`src/hw/rtl/mlfq_pkg.sv`:
```
package mlfq_pkg;

  localparam int unsigned SliceW = 20;
  localparam int unsigned AgeW = 32;
  localparam int unsigned PeriodW = 8;
  localparam int unsigned CfgW = 32;
  localparam int unsigned CfgIdxW = 2;
  localparam int unsigned TimeW = 48;
  localparam int unsigned UsedW = 32;
  localparam int unsigned IdW = 4;
  localparam int unsigned LvlW = 3;
  localparam int unsigned CntW = 5;

  localparam logic [CfgIdxW-1:0] RegSlice = 2'd0;
  localparam logic [CfgIdxW-1:0] RegAge = 2'd1;
  localparam logic [CfgIdxW-1:0] RegPeriod = 2'd2;

  localparam logic [1:0] ReqCreate = 2'd0;
  localparam logic [1:0] ReqTick = 2'd1;
  localparam logic [1:0] ReqWake = 2'd2;

  localparam logic [1:0] StRunning = 2'd0;
  localparam logic [1:0] StYield = 2'd1;

  typedef enum logic [3:0] {
    S_IDLE,
    S_PUSH_RD,
    S_PUSH_WR,
    S_AGE_LV,
    S_AGE_RD,
    S_AGE_DO,
    S_CUR_RD,
    S_CUR_DO,
    S_PICK,
    S_PICK_RD,
    S_DONE
  } state_t;

endpackage

```
`src/hw/rtl/mlfq_ram.sv`:
```
module mlfq_ram #(
  parameter int unsigned WIDTH = 8,
  parameter int unsigned DEPTH = 16
) (
  input  logic                     clk,
  input  logic                     we,
  input  logic [$clog2(DEPTH)-1:0] waddr,
  input  logic [WIDTH-1:0]         wdata,
  input  logic [$clog2(DEPTH)-1:0] raddr,
  output logic [WIDTH-1:0]         rdata
);

  logic [WIDTH-1:0] mem [DEPTH];

  always_ff @(posedge clk) begin
    if (we) begin
      mem[waddr] <= wdata;
    end
    rdata <= mem[raddr];
  end

endmodule

```
`src/hw/rtl/multilevel_feedback_scheduler_core.sv`:
```
// Multilevel feedback queue scheduler over LEVELS levels and up to MAX_THREADS threads.
// A word is taken at a clock edge where start is high and busy is low. Exactly one
// result word follows it, shown for one cycle with done high. The receiver cannot stall
// it and must take it in that cycle. A create or wake reads the thread record and,
// unless it is ignored, writes it back as it pushes the thread. A tick may run an
// aging scan, which walks the thread record memory one entry at a time for every
// thread queued in levels 1 and below.
module multilevel_feedback_scheduler_core #(
  parameter int unsigned LEVELS = 4,
  parameter int unsigned MAX_THREADS = 16
) (
  input  logic                              clk,
  input  logic                              rst,
  input  logic                              start,
  output logic                              busy,
  input  logic [1:0]                        req_type,
  input  logic [$clog2(MAX_THREADS)-1:0]    thread_id,
  input  logic [1:0]                        run_status,
  input  logic [mlfq_pkg::TimeW-1:0]        now_time,
  input  logic                              cfg_we,
  input  logic [mlfq_pkg::CfgIdxW-1:0]      cfg_index,
  input  logic [mlfq_pkg::CfgW-1:0]         cfg_data,
  output logic                              done,
  output logic                              running_valid,
  output logic [$clog2(MAX_THREADS)-1:0]    running_id,
  output logic [mlfq_pkg::LvlW-1:0]         running_level,
  output logic [$clog2(MAX_THREADS+1)-1:0]  ready_count
);
  import mlfq_pkg::*;

  localparam int unsigned TW = $clog2(MAX_THREADS);
  localparam int unsigned LW = $clog2(LEVELS);
  localparam int unsigned QW = $clog2(MAX_THREADS + 1);
  localparam int unsigned RecW = LvlW + UsedW + TimeW;
  localparam logic [LW:0] LvEnd = (LW+1)'(LEVELS);

  logic [SliceW-1:0] slice_time;
  logic [AgeW-1:0] age_threshold;
  logic [PeriodW-1:0] check_period;

  state_t state, state_next;

  logic [1:0] req;
  logic [TW-1:0] tid;
  logic [1:0] status;
  logic [TimeW-1:0] now;
  logic [PeriodW-1:0] tick_counter;
  logic cur_valid;
  logic [TW-1:0] cur_id;
  logic [LvlW-1:0] cur_level;
  logic [MAX_THREADS-1:0] queued;
  logic [TW-1:0] head [LEVELS];
  logic [TW-1:0] tail [LEVELS];
  logic [QW-1:0] count [LEVELS];
  logic [LW:0] lv;
  logic [LW-1:0] lvi;
  logic [QW-1:0] left;
  logic [TW-1:0] t;

  // Thread record memory: level, used time, last run time.
  logic rec_we;
  logic [TW-1:0] rec_waddr, rec_raddr;
  logic [RecW-1:0] rec_wdata, rec_rdata;
  logic [LvlW-1:0] rd_level;
  logic [UsedW-1:0] rd_used;
  logic [TimeW-1:0] rd_last;

  // Link memory.
  logic lnk_we;
  logic [TW-1:0] lnk_waddr, lnk_raddr, lnk_wdata, lnk_rdata;

  // Queue push.
  logic push_en;
  logic [LW-1:0] push_lv;
  logic [TW-1:0] push_id;

  mlfq_ram #(.WIDTH(RecW), .DEPTH(MAX_THREADS)) u_rec (
    .clk(clk), .we(rec_we), .waddr(rec_waddr), .wdata(rec_wdata),
    .raddr(rec_raddr), .rdata(rec_rdata)
  );
  mlfq_ram #(.WIDTH(TW), .DEPTH(MAX_THREADS)) u_lnk (
    .clk(clk), .we(lnk_we), .waddr(lnk_waddr), .wdata(lnk_wdata),
    .raddr(lnk_raddr), .rdata(lnk_rdata)
  );

  assign rd_level = rec_rdata[RecW-1 -: LvlW];
  assign rd_used = rec_rdata[UsedW+TimeW-1 -: UsedW];
  assign rd_last = rec_rdata[TimeW-1:0];
  assign lvi = lv[LW-1:0];

  logic tid_ok;
  logic [TimeW-1:0] idle;
  logic aged;
  logic [UsedW:0] used_sum;
  logic [UsedW-1:0] used_new;
  logic [SliceW+LvlW:0] quota;
  logic over_quota;
  logic [LW-1:0] cur_lv, demote_lv;
  logic nonempty;

  assign tid_ok = {1'b0, tid} < (TW+1)'(MAX_THREADS);
  assign idle = (now >= rd_last) ? now - rd_last : '0;
  assign aged = idle >= TimeW'(age_threshold);
  assign used_sum = {1'b0, rd_used} + (UsedW+1)'(slice_time);
  assign used_new = used_sum[UsedW] ? '1 : used_sum[UsedW-1:0];
  assign cur_lv = LW'(rd_level);
  assign quota = slice_time * ((SliceW+LvlW+1)'(cur_lv) + 1'b1);
  assign over_quota = {{(LvlW+1){1'b0}}, used_new} >= (UsedW+LvlW+1)'(quota);
  assign demote_lv = (32'(cur_lv) + 1 < LEVELS) ? cur_lv + 1'b1 : LW'(LEVELS - 1);
  assign nonempty = count[lvi] != '0;

  assign busy = state != S_IDLE;

  always_comb begin
    state_next = state;
    unique case (state)
      S_IDLE:    if (start) state_next = S_PUSH_RD;
      S_PUSH_RD: begin
        if (req == ReqTick) state_next = S_AGE_LV;
        else if ((req == ReqCreate || req == ReqWake) && tid_ok &&
                 !queued[t] && !(cur_valid && cur_id == t)) state_next = S_PUSH_WR;
        else state_next = S_DONE;
      end
      S_PUSH_WR: state_next = S_DONE;
      S_AGE_LV: begin
        if (tick_counter < check_period || lv >= LvEnd) state_next = S_CUR_RD;
        else if (left != '0) state_next = S_AGE_RD;
      end
      S_AGE_RD:  state_next = S_AGE_DO;
      S_AGE_DO:  state_next = S_AGE_LV;
      S_CUR_RD:  state_next = cur_valid ? S_CUR_DO : S_PICK;
      S_CUR_DO:  state_next = S_PICK;
      S_PICK: begin
        if (cur_valid || lv >= LvEnd) state_next = S_DONE;
        else if (nonempty) state_next = S_PICK_RD;
      end
      S_PICK_RD: state_next = S_DONE;
      S_DONE:    state_next = S_IDLE;
      default:   state_next = S_IDLE;
    endcase
  end

  // Memory port drive: reads are issued one state ahead of their use.
  always_comb begin
    rec_raddr = t;
    lnk_raddr = head[lvi];
    unique case (state)
      S_AGE_LV, S_PICK: rec_raddr = head[lvi];
      S_CUR_RD:         rec_raddr = cur_id;
      default:          rec_raddr = t;
    endcase
  end

  always_ff @(posedge clk) begin
    if (rst) begin
      state <= S_IDLE;
      slice_time <= SliceW'(100000);
      age_threshold <= AgeW'(1000000);
      check_period <= PeriodW'(10);
      tick_counter <= '0;
      cur_valid <= 1'b0;
      queued <= '0;
      done <= 1'b0;
      for (int i = 0; i < LEVELS; i++) begin
        count[i] <= '0;
        head[i] <= '0;
        tail[i] <= '0;
      end
    end else begin
      state <= state_next;
      done <= state == S_DONE;
      if (cfg_we) begin
        unique case (cfg_index)
          RegSlice:  slice_time <= cfg_data[SliceW-1:0];
          RegAge:    age_threshold <= cfg_data[AgeW-1:0];
          RegPeriod: check_period <= cfg_data[PeriodW-1:0];
          default:   ;
        endcase
      end
      unique case (state)
        S_IDLE: begin
          req <= req_type;
          tid <= thread_id;
          t <= thread_id;
          status <= run_status;
          now <= now_time;
          lv <= (LW+1)'(1);
        end
        S_PUSH_RD: begin
          if (req == ReqTick) begin
            left <= count[LW'(1)];
          end
        end
        S_AGE_LV: begin
          if (tick_counter < check_period) begin
            tick_counter <= tick_counter + 1'b1;
            lv <= '0;
          end else if (lv >= LvEnd) begin
            tick_counter <= '0;
            lv <= '0;
          end else if (left != '0) begin
            t <= head[lvi];
          end else begin
            lv <= lv + 1'b1;
            if (lv + 1'b1 < LvEnd) left <= count[lvi + 1'b1];
          end
        end
        S_AGE_RD: begin
          if (count[lvi] > QW'(1)) head[lvi] <= lnk_rdata;
          count[lvi] <= count[lvi] - 1'b1;
          left <= left - 1'b1;
        end
        S_PICK: begin
          if (!cur_valid && lv < LvEnd) begin
            if (nonempty) t <= head[lvi];
            else lv <= lv + 1'b1;
          end
        end
        S_PICK_RD: begin
          if (count[lvi] > QW'(1)) head[lvi] <= lnk_rdata;
          count[lvi] <= count[lvi] - 1'b1;
          queued[t] <= 1'b0;
          cur_valid <= 1'b1;
          cur_id <= t;
          cur_level <= rd_level;
        end
        default: ;
      endcase
      if (push_en) begin
        if (count[push_lv] == '0) head[push_lv] <= push_id;
        tail[push_lv] <= push_id;
        count[push_lv] <= count[push_lv] + 1'b1;
        queued[push_id] <= 1'b1;
      end
      if (state == S_CUR_DO && status != StRunning) cur_valid <= 1'b0;
      if (state == S_CUR_DO && status == StRunning && over_quota) cur_valid <= 1'b0;
    end
  end

  always_comb begin
    push_en = 1'b0;
    push_lv = '0;
    push_id = t;
    rec_we = 1'b0;
    rec_waddr = t;
    rec_wdata = rec_rdata;
    unique case (state)
      S_PUSH_WR: begin
        push_en = 1'b1;
        push_lv = (req == ReqCreate) ? '0 : LW'(rd_level);
        rec_we = 1'b1;
        rec_wdata = {LvlW'(push_lv), {UsedW{1'b0}}, rd_last};
      end
      S_AGE_DO: begin
        push_en = 1'b1;
        push_lv = aged ? '0 : lvi;
        rec_we = 1'b1;
        rec_wdata = aged ? {LvlW'(0), {UsedW{1'b0}}, rd_last} : rec_rdata;
      end
      S_CUR_DO: begin
        push_id = cur_id;
        rec_waddr = cur_id;
        rec_we = 1'b1;
        rec_wdata = {rd_level, used_new, rd_last};
        if (status == StYield) begin
          push_en = 1'b1;
          push_lv = cur_lv;
          rec_wdata = {rd_level, {UsedW{1'b0}}, rd_last};
        end else if (status == StRunning && over_quota) begin
          push_en = 1'b1;
          push_lv = demote_lv;
          rec_wdata = {LvlW'(demote_lv), {UsedW{1'b0}}, rd_last};
        end else if (status == StRunning) begin
          // A running thread that keeps running gets a fresh last-run mark.
          rec_wdata = {rd_level, used_new, now};
        end
      end
      S_PICK_RD: begin
        rec_we = 1'b1;
        rec_wdata = {rd_level, rd_used, now};
      end
      default: ;
    endcase
  end

  // After a pop in the same level the count has already dropped in S_AGE_RD.
  assign lnk_we = push_en && count[push_lv] != '0;
  assign lnk_waddr = tail[push_lv];
  assign lnk_wdata = push_id;

  logic [QW-1:0] total;
  always_comb begin
    total = '0;
    for (int i = 0; i < LEVELS; i++) begin
      total = total + count[i];
    end
  end

  always_ff @(posedge clk) begin
    if (state == S_DONE) begin
      running_valid <= cur_valid;
      running_id <= cur_valid ? cur_id : '0;
      running_level <= cur_valid ? cur_level : '0;
      ready_count <= total;
    end
  end

endmodule
```
`config.mk`:
```
export PLATFORM = sky130hd
export DESIGN_NAME = multilevel_feedback_scheduler_core
export DESIGN_NICKNAME = d
export VERILOG_FILES = /design/src/hw/rtl/mlfq_pkg.sv /design/src/hw/rtl/mlfq_ram.sv /design/src/hw/rtl/multilevel_feedback_scheduler_core.sv
export SDC_FILE = /design/constraint.sdc
export NUM_CORES = 2
export LEC_CHECK = 0
export ABC_AREA = 1
export BUFFER_PORTS_ARGS = -buffer_cell sky130_fd_sc_hd__buf_4
export CORE_MARGIN = 2
export CORE_UTILIZATION = 45
export CTS_CLUSTER_SIZE = 14
export DETAILED_ROUTE_END_ITERATION = 12
export PLACE_DENSITY = 0.65
export SLEW_MARGIN = 5
export SYNTH_ARGS = -nofsm -noshare
export SYNTH_HDL_FRONTEND = slang
export SYNTH_SLANG_ARGS = --single-unit
```
`constraint.sdc`:
```
create_clock -name clk -period 22.9 [get_ports clk]
set_input_delay 2.29 -clock clk [delete_from_list [all_inputs] [get_ports clk]]
set_output_delay 2.29 -clock clk [all_outputs]
set_load 0.05 [all_outputs]
```
==> impl_metrics.json <==
{
  "drt_iter0_drc": 6130,
  "highest_layer": "met5",
  "cp_slowest_cell": "ha_1",
  "io_buffers": 108,
  "synth_cell_types": 60,
  "yosysWarningCount": 0,
  "dr_wl_met3_mm": 17.3,
  "cts_resized": 0,
  "power_frac_comb_pct": 44.9,
  "wl_per_cell_um": 22.1,
  "cp-start-kind": "flop",
  "layout_commonest_cell": "edfxtp_1",
  "post-cts-setup-buffers": 0,
  "placedCellCount": 9566,
  "io_pins": 109,
  "path_common_cell": "nand2_1",
  "die_y_um": 422,
  "gp_congestion": 0.974,
  "core_area_sq_mm": 0.174,
  "swShare_pct": 42.5,
  "cts_tree": "built",
  "maxCapViolCount": 0,
  "outcome": "completed",
  "die_area_sq_mm": 0.178,
  "hold_path.class": "reg -> reg",
  "skew_ps": 55.5,
  "critPathMaxStageDelay_ps": 760,
  "ctsHoldBuffers": 0,
  "period_needed_ps": 9290,
  "fillers": 15200,
  "seqPwrFrac_pct": 33.7,
  "initial_utilization_pct": 45.3,
  "hpwl_mm": 130,
  "vias_per_cell": 5.58,
  "cts_buffer_depth": 3,
  "ff2ff_path_depth": 43,
  "path_class": "reg -> reg",
  "drc": 0,
  "antenna_found_initial": 3,
  "fin_setup_tns_ps": 0,
  "rows": 153,
  "leakage_uw": 0.0338,
  "postRouteAntennaNets": 0,
  "syn_inst": 7397,
  "grtUsageTotal_pct": 24.0,
  "fin_crit_sh_pct": 40.5,
  "power_frac_clock_pct": 21.5,
  "finalSetupViolCount": 0,
  "fin_cells": 9890,
  "synth_edf_count": 1528,
  "hold_violations": 0,
  "grt_setup_unrepaired": "no",
  "path_clk_slew_ps": 60,
  "grt_pass1_wl_mm": 324,
  "max_slew_margin_pct": 17.8,
  "grt_max_degree": 237,
  "syn_nets": 7688,
  "dieWidth_um": 422,
  "syn_avg_cell_area_sq_um": 10.6,
  "ys_seq_area_share_pct": 62.9,
  "power_switching_uw": 5520,
  "synth.cell_area_sq_mm": 0.0786,
  "tightest_slew_ps": 1230,
  "crit_path_end_kind": "flop",
  "wl_met2_mm": 102,
  "area_growth_pct": 11.3,
  "cts-root-buf": "clkbuf_16",
  "max_freq_mhz": 108,
  "power_uw": 13000,
  "crit_fanout": 25,
  "multiInputGateArea_sq_mm": 0.0238,
  "finalWirelength_mm": 219,
  "power_density_mw_per_mm2": 148,
  "ff_latch_area_sq_mm": 0.0495,
  "vias": 55200,
  "synth_ff_type": "edfxtp_1",
  "drive_above_1_share_pct": 7.55,
  "cts_sinks": 1707,
  "irDropWorstVdd_mv": 0.121,
  "final_cell_mix": "edfxtp_1 (1528), nand2_1 (1223), inv_1 (1066)",
  "arrival_ps": 9750,
  "slew_violations": 0,
  "worst_hold_slack_ps": 463,
  "cts_made_buffers": 174,
  "min_path_cells": 2,
  "m1WireLength_mm": 93.7,
  "grt_overflow": 0,
  "worstPathRequired_ps": 23360,
  "intPower_uw": 7460,
  "first_pass_iters": 6,
  "async_reset_ff_share_pct": 0,
  "grt_pass1_vias": 51500,
  "htree_levels": 4,
  "clk_latency_ps": 830,
  "fin_nets": 7708,
  "ys_ff_latch": 1707
}
[worst paths after layout]
path	slack (ps)	to	startpoint
worst max register to register	13610	u_lnk.mem[15][2]$_DFFE_PP_	u_rec.rdata[80]$_DFF_P_
worst min-delay path	460	check_period[0]$_SDFFE_PP0P_	check_period[0]$_SDFFE_PP0P_
worst max-delay path	13610	u_lnk.mem[15][2]$_DFFE_PP_	u_rec.rdata[80]$_DFF_P_
worst min register to register	460	check_period[0]$_SDFFE_PP0P_	check_period[0]$_SDFFE_PP0P_
[cells by family after synthesis]
| group | Yosys count | share of synthesized area [%] |
|---|---|---|
| compound gates | 1962 | 14.1 |
| xor+xnor | 53 | 0.591 |
| fa+ha+maj | 197 | 3.41 |
| buf+inv | 1437 | 6.98 |
| flops | 1707 | 62.9 |
| mux | 169 | 2.15 |
| simple gates | 1872 | 9.82 |
[cell type report]
| type | count | share of cell area [%] |
|---|---|---|
| multi-input combinational | 4253 | 27.3 |
| antenna | 1 | 0.00286 |
| timing repair buffer | 196 | 1.74 |
| clock inverter | 78 | 0.966 |
| clock buffer | 245 | 5.47 |
| tap | 2325 | 3.33 |
| inverter | 1085 | 4.66 |
| sequential | 1707 | 56.6 |
[power by group through the flow]
stage                     logic [uW]  registers [uW]  clock network, uW
after detailed placement        5720            4420                  0
after global placement          5620            4420                  0
final                           5820            4370               2780
after CTS                       5760            4360               2820
after floorplan                 4060            4340                  0
after global routing            6450            4380               2950
[critical path, delay by kind of cell (launching register included)]
kind / cells / cell delay [ps]
AOI/OAI and AO/OA: 10 / 2180
and+or+nand+nor: 20 / 2850
buffers and inverters: 6 / 810
DFF: 1 / 510
xor gates and xnor gates: 1 / 190
adders and majority gates: 6 / 2360
[registers in the layout, indices dropped and copies added, names as in the netlist, 8 cells and up, named ones only]
signal / flops
u_lnk.mem: 64
head: 16
u_rec.mem: 1328
slice_time: 20
u_rec.rdata: 83
tick_counter: 8
tail: 16
check_period: 8
age_threshold: 32
queued: 16
count: 20
now: 48
[synthesized netlist by cell type, types with 8 or more instances]
library cell | count | area [sq um]
edfxtp_1 | 1528 | 45900
nand2_1 | 1224 | 4590
inv_1 | 1070 | 4020
o21ai_0 | 1010 | 5050
a21oi_1 | 543 | 2720
nor2_1 | 310 | 1160
clkbuf_1 | 293 | 1100
dfxtp_1 | 179 | 3580
o221ai_1 | 172 | 1510
mux2i_1 | 169 | 1690
ha_1 | 168 | 2100
nand3_1 | 163 | 816
o211ai_1 | 141 | 1060
nand4_1 | 44 | 275
or2_2 | 42 | 263
xor2_1 | 37 | 324
nor3_1 | 34 | 170
buf_2 | 33 | 165
fa_1 | 29 | 581
buf_1 | 17 | 63.8
nand2_2 | 17 | 106
o21bai_1 | 16 | 120
xnor2_1 | 16 | 140
inv_2 | 11 | 41.3
nand3_2 | 11 | 110
a22oi_1 | 10 | 75.1
o31ai_1 | 10 | 75.1
o311ai_0 | 8 | 70.1
[metal layers]
metal	vias up	global-route usage (%)
li1	25800	-
met1	26700	33.7
met2	2231	38.3
met3	384	3.65
met4	2	7.89
met5	-	0
[through the flow]
stage	instance area [sq um]	util [%]	worst slack [ps]
global placement	81800	47.1	14000
floorplan	78600	-	15690
global route	87400	50.4	12860
finish	87400	50.4	13610
CTS	87400	50.4	13750
detailed placement	81800	47.1	13810
Power figures use the tool's default switching activity.
